===== src/sv/udpc_pkg.sv =====
package udpc_pkg;

    localparam int QUEUE_DEPTH = 4;

    localparam int CFG_INDEX_W = 2;
    localparam int CFG_DATA_W  = 32;

    localparam logic [CFG_INDEX_W-1:0] CFG_UDP_MODE       = 2'd0;
    localparam logic [CFG_INDEX_W-1:0] CFG_SOURCE_ADDRESS = 2'd1;
    localparam logic [CFG_INDEX_W-1:0] CFG_DEST_ADDRESS   = 2'd2;

    localparam logic [15:0] UDP_PROTOCOL = 16'd17;

    // Four address halves plus the protocol number fit in 19 bits.
    localparam int PSEUDO_W = 19;

    // The sum that closes one packet, and that sum plus the pseudo-header.
    localparam int FIN_W   = 18;
    localparam int TOTAL_W = 20;

    typedef struct packed {
        logic [15:0] word;
        logic [15:0] count;
        logic        last;
    } entry_t;

endpackage


===== src/sv/udp_ones_complement_checksum.sv =====
// Channel   Direction  Handshake            Payload
// in        input      in_valid / in_stall  data_byte[7:0], last_byte
// out       output     out_valid/out_stall  checksum[15:0], byte_total[15:0]
// cfg       input      cfg_write            cfg_index[1:0], cfg_data[31:0]
//
// One byte is taken every cycle while the queue is not full.
// A result passes the queue, the finish register and the output register.
// Reset clears the packet state, selects UDP mode and zeroes both addresses.
// A stalled result holds, bytes keep flowing into the queue until it fills,
// and in_stall rises only while the queue is full.
module udp_ones_complement_checksum #(
    parameter int QUEUE_DEPTH = udpc_pkg::QUEUE_DEPTH
) (
    input  logic                             clk,
    input  logic                             rst_n,
    input  logic                             in_valid,
    output logic                             in_stall,
    input  logic [7:0]                       data_byte,
    input  logic                             last_byte,
    output logic                             out_valid,
    input  logic                             out_stall,
    output logic [15:0]                      checksum,
    output logic [15:0]                      byte_total,
    input  logic                             cfg_write,
    input  logic [udpc_pkg::CFG_INDEX_W-1:0] cfg_index,
    input  logic [udpc_pkg::CFG_DATA_W-1:0]  cfg_data
);

    localparam int PSEUDO_W = udpc_pkg::PSEUDO_W;

    logic                 udp_mode_reg;
    logic [31:0]          source_address_reg;
    logic [31:0]          dest_address_reg;
    logic [PSEUDO_W-1:0]  pseudo_sum_reg;
    logic [PSEUDO_W-1:0]  pseudo_sum_next;

    logic                 q_full;
    logic                 q_empty;
    logic                 push;
    logic                 pop;
    udpc_pkg::entry_t     push_entry;
    udpc_pkg::entry_t     head;

    always_ff @(posedge clk or negedge rst_n)
    begin
        if (!rst_n)
        begin
            udp_mode_reg       <= 1'b1;
            source_address_reg <= 32'd0;
            dest_address_reg   <= 32'd0;
        end
        else if (cfg_write)
        begin
            case (cfg_index)
                udpc_pkg::CFG_UDP_MODE:       udp_mode_reg       <= cfg_data[0];
                udpc_pkg::CFG_SOURCE_ADDRESS: source_address_reg <= cfg_data;
                udpc_pkg::CFG_DEST_ADDRESS:   dest_address_reg   <= cfg_data;
                default:                      ;
            endcase
        end
    end

    assign pseudo_sum_next = PSEUDO_W'(source_address_reg[31:16])
                           + PSEUDO_W'(source_address_reg[15:0])
                           + PSEUDO_W'(dest_address_reg[31:16])
                           + PSEUDO_W'(dest_address_reg[15:0])
                           + PSEUDO_W'(udpc_pkg::UDP_PROTOCOL);

    always_ff @(posedge clk or negedge rst_n)
    begin
        if (!rst_n)
        begin
            pseudo_sum_reg <= PSEUDO_W'(udpc_pkg::UDP_PROTOCOL);
        end
        else
        begin
            pseudo_sum_reg <= pseudo_sum_next;
        end
    end

    udpc_front u_front (
        .clk        (clk),
        .rst_n      (rst_n),
        .in_valid   (in_valid),
        .in_stall   (in_stall),
        .data_byte  (data_byte),
        .last_byte  (last_byte),
        .q_full     (q_full),
        .push       (push),
        .push_entry (push_entry)
    );

    udpc_fifo #(
        .DEPTH (QUEUE_DEPTH)
    ) u_fifo (
        .clk        (clk),
        .rst_n      (rst_n),
        .push       (push),
        .push_entry (push_entry),
        .pop        (pop),
        .head       (head),
        .empty      (q_empty),
        .full       (q_full)
    );

    udpc_back u_back (
        .clk        (clk),
        .rst_n      (rst_n),
        .head       (head),
        .q_empty    (q_empty),
        .pop        (pop),
        .udp_mode   (udp_mode_reg),
        .pseudo_sum (pseudo_sum_reg),
        .out_valid  (out_valid),
        .out_stall  (out_stall),
        .checksum   (checksum),
        .byte_total (byte_total)
    );

endmodule


===== src/sv/udpc_front.sv =====
module udpc_front (
    input  logic             clk,
    input  logic             rst_n,
    input  logic             in_valid,
    output logic             in_stall,
    input  logic [7:0]       data_byte,
    input  logic             last_byte,
    input  logic             q_full,
    output logic             push,
    output udpc_pkg::entry_t push_entry
);

    logic [7:0]  hold_reg;
    logic [7:0]  hold_next;
    logic        odd_reg;
    logic        odd_next;
    logic [15:0] count_reg;
    logic [15:0] count_next;
    logic [15:0] count_inc;
    logic        accept;

    assign in_stall  = q_full;
    assign accept    = in_valid && !q_full;
    assign count_inc = count_reg + 16'd1;
    assign push      = accept && (last_byte || odd_reg);

    always_comb
    begin
        push_entry.word  = odd_reg ? {hold_reg, data_byte} : {data_byte, 8'h00};
        push_entry.count = count_inc;
        push_entry.last  = last_byte;
    end

    always_comb
    begin
        hold_next  = hold_reg;
        odd_next   = odd_reg;
        count_next = count_reg;
        if (accept)
        begin
            if (last_byte)
            begin
                odd_next   = 1'b0;
                count_next = 16'd0;
            end
            else
            begin
                count_next = count_inc;
                if (odd_reg)
                begin
                    odd_next = 1'b0;
                end
                else
                begin
                    hold_next = data_byte;
                    odd_next  = 1'b1;
                end
            end
        end
    end

    always_ff @(posedge clk or negedge rst_n)
    begin
        if (!rst_n)
        begin
            odd_reg   <= 1'b0;
            count_reg <= 16'd0;
        end
        else
        begin
            odd_reg   <= odd_next;
            count_reg <= count_next;
        end
    end

    always_ff @(posedge clk)
    begin
        hold_reg <= hold_next;
    end

endmodule


===== src/sv/udpc_fifo.sv =====
module udpc_fifo #(
    parameter int DEPTH = udpc_pkg::QUEUE_DEPTH
) (
    input  logic             clk,
    input  logic             rst_n,
    input  logic             push,
    input  udpc_pkg::entry_t push_entry,
    input  logic             pop,
    output udpc_pkg::entry_t head,
    output logic             empty,
    output logic             full
);

    localparam int PTR_W = (DEPTH > 1) ? $clog2(DEPTH) : 1;
    localparam int CNT_W = $clog2(DEPTH + 1);
    localparam logic [PTR_W-1:0] LAST_PTR = PTR_W'(DEPTH - 1);
    localparam logic [CNT_W-1:0] FULL_CNT = CNT_W'(DEPTH);

    udpc_pkg::entry_t  slot_reg [DEPTH];
    logic [PTR_W-1:0]  wr_ptr_reg;
    logic [PTR_W-1:0]  wr_ptr_next;
    logic [PTR_W-1:0]  rd_ptr_reg;
    logic [PTR_W-1:0]  rd_ptr_next;
    logic [CNT_W-1:0]  cnt_reg;
    logic [CNT_W-1:0]  cnt_next;
    logic              do_push;
    logic              do_pop;

    assign empty   = (cnt_reg == '0);
    assign full    = (cnt_reg == FULL_CNT);
    assign do_push = push && !full;
    assign do_pop  = pop && !empty;
    assign head    = slot_reg[rd_ptr_reg];

    always_comb
    begin
        wr_ptr_next = wr_ptr_reg;
        rd_ptr_next = rd_ptr_reg;
        cnt_next    = cnt_reg;
        if (do_push)
        begin
            wr_ptr_next = (wr_ptr_reg == LAST_PTR) ? '0 : wr_ptr_reg + PTR_W'(1);
        end
        if (do_pop)
        begin
            rd_ptr_next = (rd_ptr_reg == LAST_PTR) ? '0 : rd_ptr_reg + PTR_W'(1);
        end
        if (do_push && !do_pop)
        begin
            cnt_next = cnt_reg + CNT_W'(1);
        end
        else if (do_pop && !do_push)
        begin
            cnt_next = cnt_reg - CNT_W'(1);
        end
    end

    always_ff @(posedge clk or negedge rst_n)
    begin
        if (!rst_n)
        begin
            wr_ptr_reg <= '0;
            rd_ptr_reg <= '0;
            cnt_reg    <= '0;
        end
        else
        begin
            wr_ptr_reg <= wr_ptr_next;
            rd_ptr_reg <= rd_ptr_next;
            cnt_reg    <= cnt_next;
        end
    end

    always_ff @(posedge clk)
    begin
        if (do_push)
        begin
            slot_reg[wr_ptr_reg] <= push_entry;
        end
    end

endmodule


===== src/sv/udpc_back.sv =====
module udpc_back (
    input  logic                           clk,
    input  logic                           rst_n,
    input  udpc_pkg::entry_t               head,
    input  logic                           q_empty,
    output logic                           pop,
    input  logic                           udp_mode,
    input  logic [udpc_pkg::PSEUDO_W-1:0]  pseudo_sum,
    output logic                           out_valid,
    input  logic                           out_stall,
    output logic [15:0]                    checksum,
    output logic [15:0]                    byte_total
);

    localparam int FIN_W   = udpc_pkg::FIN_W;
    localparam int TOTAL_W = udpc_pkg::TOTAL_W;

    logic [15:0]        acc_reg;
    logic [15:0]        acc_next;
    logic               fin_valid_reg;
    logic               fin_valid_next;
    logic [FIN_W-1:0]   fin_sum_reg;
    logic [FIN_W-1:0]   fin_sum_next;
    logic [15:0]        fin_count_reg;
    logic [15:0]        fin_count_next;
    logic               out_valid_reg;
    logic               out_valid_next;
    logic [15:0]        checksum_reg;
    logic [15:0]        checksum_next;
    logic [15:0]        byte_total_reg;
    logic [15:0]        byte_total_next;

    logic               fin_move;
    logic               fin_free;
    logic [16:0]        word_sum;
    logic [15:0]        acc_fold;
    logic [FIN_W-1:0]   fin_raw;
    logic [TOTAL_W-1:0] total;
    logic [16:0]        fold1;
    logic [15:0]        fold2;
    logic [15:0]        result;

    assign fin_move = fin_valid_reg && (!out_valid_reg || !out_stall);
    assign fin_free = !fin_valid_reg || fin_move;
    assign pop      = !q_empty && (!head.last || fin_free);

    // End-around carry keeps the 16-bit sum congruent to the full sum.
    assign word_sum = {1'b0, acc_reg} + {1'b0, head.word};
    assign acc_fold = word_sum[15:0] + {15'd0, word_sum[16]};

    assign fin_raw = FIN_W'(acc_reg) + FIN_W'(head.word)
                   + (udp_mode ? FIN_W'(head.count) : FIN_W'(0));

    assign total  = TOTAL_W'(fin_sum_reg) + (udp_mode ? TOTAL_W'(pseudo_sum) : TOTAL_W'(0));
    assign fold1  = {1'b0, total[15:0]} + 17'(total[TOTAL_W-1:16]);
    assign fold2  = fold1[15:0] + {15'd0, fold1[16]};
    assign result = ~fold2;

    always_comb
    begin
        acc_next        = acc_reg;
        fin_valid_next  = fin_valid_reg && !fin_move;
        fin_sum_next    = fin_sum_reg;
        fin_count_next  = fin_count_reg;
        out_valid_next  = out_valid_reg && out_stall;
        checksum_next   = checksum_reg;
        byte_total_next = byte_total_reg;

        if (pop)
        begin
            if (head.last)
            begin
                acc_next       = 16'd0;
                fin_valid_next = 1'b1;
                fin_sum_next   = fin_raw;
                fin_count_next = head.count;
            end
            else
            begin
                acc_next = acc_fold;
            end
        end

        if (fin_move)
        begin
            out_valid_next  = 1'b1;
            checksum_next   = (udp_mode && result == 16'd0) ? 16'hffff : result;
            byte_total_next = fin_count_reg;
        end
    end

    always_ff @(posedge clk or negedge rst_n)
    begin
        if (!rst_n)
        begin
            acc_reg       <= 16'd0;
            fin_valid_reg <= 1'b0;
            out_valid_reg <= 1'b0;
        end
        else
        begin
            acc_reg       <= acc_next;
            fin_valid_reg <= fin_valid_next;
            out_valid_reg <= out_valid_next;
        end
    end

    always_ff @(posedge clk)
    begin
        fin_sum_reg    <= fin_sum_next;
        fin_count_reg  <= fin_count_next;
        checksum_reg   <= checksum_next;
        byte_total_reg <= byte_total_next;
    end

    assign out_valid  = out_valid_reg;
    assign checksum   = checksum_reg;
    assign byte_total = byte_total_reg;

endmodule


===== config.mk =====
export PLATFORM = sky130hd
export DESIGN_NAME = udp_ones_complement_checksum
export DESIGN_NICKNAME = d
export VERILOG_FILES = /design/src/sv/udpc_pkg.sv /design/src/sv/udp_ones_complement_checksum.sv /design/src/sv/udpc_front.sv /design/src/sv/udpc_fifo.sv /design/src/sv/udpc_back.sv
export SDC_FILE = /design/constraint.sdc
export NUM_CORES = 1
export LEC_CHECK = 0
export ABC_AREA = 1
export BUFFER_PORTS_ARGS = -buffer_cell sky130_fd_sc_hd__buf_2
export CAP_MARGIN = 30
export CORE_MARGIN = 2
export CORE_UTILIZATION = 50
export DETAILED_ROUTE_END_ITERATION = 6
export PLACE_DENSITY = 0.73
export RECOVER_POWER = 25
export SETUP_SLACK_MARGIN = 0.3
export SLEW_MARGIN = 10
export SYNTH_ARGS = -nofsm -noshare
export SYNTH_HDL_FRONTEND = slang
export SYNTH_SLANG_ARGS = --single-unit

===== constraint.sdc =====
create_clock -name clk -period 13.5 [get_ports clk]
set_input_delay 0.675 -clock clk [delete_from_list [all_inputs] [get_ports clk]]
set_output_delay 0.675 -clock clk [all_outputs]
set_load 0.01 [all_outputs]

==> metrics.md <==
| Metric | Value |
|---|---|
| Max Root-Sink Buffers | 3 |
| Vias in the first global route | 12800 |
| Sequential share of the synthesized area | 0.529 |
| Cell area after layout | 19900 sq um |
| # diodes | 0 |
| Leakage | 0.00933 uW |
| Post-CTS Resized | 0 |
| Cell taking the most area after synthesis | edfxtp_1 |
| Hold depth | 3 |
| Hold_ws | 0.368 ns |
| Power per standard cell area | 287 nW/um^2 |
| Fmax | 146 MHz |
| Cells after Synth | 1864 |
| Distinct cells, synth | 46 |
| Routability congestion estimate from global placement | 0.846 |
| Wirelength per Cell | 15.8 microns |
| Ys Warns | 0 |
| Setup Total Neg Slack | 0 ns |
| RSZ-0062 raised after global routing | false |
| Power Total | 5700 uW |
| Layout Cells excl Fill | 2441 |
| Post-synth net total | 2048 |
| Critical Path Fanout Max | 22 |
| Post-Syn Area per Cell | 9.47 sq um |
| Status | finished with violations |
| Initial antenna violation count | 0 |
| Post-route ant nets | 0 |
| Clk slew on worst S/H paths | 0.06 ns |
| Worst slew pin tran | 3.02 ns |
| Inserted Clock Buffers | 37 |
| Post-synth ARST share | 0.380 |
| Max-cap violations | 2 |
| Core Area | 34600 sq um |
| Num rows | 68 |
| Hold Buf Count CTS | 0 |
| Synth Register Bits | 332 |
| Clock period minus worst slack | 6.85 ns |
| Max reg flops | 132 |
| CP most frequent cell | nand2_1 |
| Clock Skew | 0.0255 ns |
| Via density | 5.31 |
| Placed wire-length estimate | 27.7 mm |
| Violated checks | capacitance limit, slew limit |
| # IOs | 82 |
| Hold wc startpoint | out_stall |
| Worst Hold Path EP | u_back.out_valid$_DFF_PN0_ |
| CTS tree | built |
| Fin crit share | 0.507 |
| Critical R2R Launch | udp_mode_reg$_DFFE_PN1P_ |
| Area after DPL | 18700 sq um |
| Grt total ovfl | 0 |
| Worst vdd rail ir drop | 0.130 mV |
| Share of the synthesized area in the top cell type | 0.350 |
| Post-Route WL | 38.5 mm |
| Initial core utilization | 0.510 |
| Syn Std Cell Area | 17600 sq um |
| Clk_lat worst skew | 0.56 ns |
| Top cells by area, synth | edfxtp_1, dfrtp_1, nand2_1, ha_1, o21ai_0 |
| Slew headroom | -1.01 |
| CP required | 13.91 ns |
| Largest stage delay on the critical path | 1.03 ns |
| DRT Pass-1 Iters | 7 |
| Die Y | 192 microns |
| Crit path capture type | flip-flop |
| Area Overhead vs Synth | 12.7% |
| Final nets | 2141 |
| Final Hold Vio Count | 0 |
| Clk sink count | 332 |
| Setup violators final | 0 |
| GRT Overall Usage | 0.217 |
| Crit Path Class | flip-flop to flip-flop |
| Post-CTS Setup Bufs | 0 |
| Final Max Tran Viols | 84 |
| Ratio of cells with drive above 1 in the final layout | 0.0911 |
| DR DRC count | 0 |
| Synth Flop Type | edfxtp_1 |
| Die Width | 192 microns |
| IO buf count | 81 |
| Drt initial violations | 832 |
| First-pass GRT wire length | 63.2 mm |
| Placed cells | 2373 |
| Reg2reg path depth | 45 |
| H-tree Lvls | 2 |
| HP Class | input pin to flip-flop |
| R2r endpoint | u_back.checksum[0]$_SDFFCE_PP1P_ |
| Critical Path AT | 7.26 ns |
| Die Area | 36800 sq um |
| Slowest-stage cell, CP | dfstp_1 |
| Reg-to-reg setup timing slack | 6.65 ns |
| Vias | 13000 |
| Clock root buffer | clkbuf_16 |
| Critical Path Start Type | flip-flop |
| Largest net degree at the start of global routing | 69 |
| EDFF count, synth | 206 |
==> worst max-delay path by stage <==
stage,startpoint,to,slack (ns),cells past startpoint
after detailed placement,udp_mode_reg$_DFFE_PN1P_,u_back.checksum[0]$_SDFFCE_PP1P_,6.87,45
after CTS,udp_mode_reg$_DFFE_PN1P_,u_back.checksum[0]$_SDFFCE_PP1P_,6.84,45
final,udp_mode_reg$_DFFE_PN1P_,u_back.checksum[0]$_SDFFCE_PP1P_,6.65,45
after global placement,udp_mode_reg$_DFFE_PN1P_,u_back.checksum[12]$_SDFFCE_PP1P_,7.07,45
after global routing,udp_mode_reg$_DFFE_PN1P_,u_back.checksum[14]$_SDFFCE_PP1P_,5.64,45
after floorplan,udp_mode_reg$_DFFE_PN1P_,u_back.checksum[8]$_SDFFCE_PP1P_,7.75,46
==> area by class of cell <==
cell class                 count  area (sq um)
inverter                     234           878
multi-input combinational   1254          7270
fill                        2872         14700
sequential                   332          9340
tap                          455           569
clock buffer                  47           993
clock inverter                21           272
timing repair buffer          98           559
==> per-stage QoR <==
stage,utilization,setup slack (ns)
after CTS,0.576,6.84
after detailed placement,0.539,6.87
final,0.574,6.65
after global placement,0.536,7.07
after global routing,0.574,5.64
after floorplan,-,7.75
==> cells in the mapped netlist, drive strengths merged (13+ instances only) <==
master / n
a21oi: 79
o21ai: 181
clkbuf: 41
edfxtp: 206
xor2: 47
nor2: 183
ha: 100
xnor2: 13
nand4: 15
o22ai: 20
dfrtp: 123
inv: 230
nand3: 87
fa: 36
nand2: 441
==> worst max-delay path: cells and delay by family (launching register included) <==
family                     cells  cell delay (ns)
DFF                            1             1.03
adders and majority gates      6             1.57
buffers and inverters          9             0.73
and+or+nand+nor               29             3.21
xor gates and xnor gates       1             0.16
==> placed cells by master (no fill, tap or decap), types with 15 or more instances in the layout <==
master,count
a21oi_1,78
buf_2,70
clkbuf_1,20
clkbuf_16,37
dfrtp_1,122
edfxtp_1,206
fa_1,36
ha_1,100
inv_1,228
nand2_1,431
nand3_1,81
nand4_1,15
nor2_1,173
o21ai_0,179
o22ai_1,20
xor2_1,47
==> routing by layer <==
metal	track usage	routed length (microns)
met5	0	0
met2	0.370	19000
met4	0.0725	877
met3	0.0311	2090
met1	0.286	16600
==> kinds of logic after synthesis <==
family / count (synthesis) / synth area share
compound gates: 310 / 0.0945
flops: 332 / 0.529
xor+xnor: 60 / 0.0298
simple gates: 747 / 0.174
mux: 1 / 0.000638
fa+ha+maj: 136 / 0.112
buf+inv: 278 / 0.0598
==> power by group <==
part	total, uW	internal (uW)	switching, uW
clock	1040	625	417
sequential	1650	1530	124
combinational	3010	1040	1970
total	5700	3190	2510
Note: power is estimated with default switching activity, not from simulation.
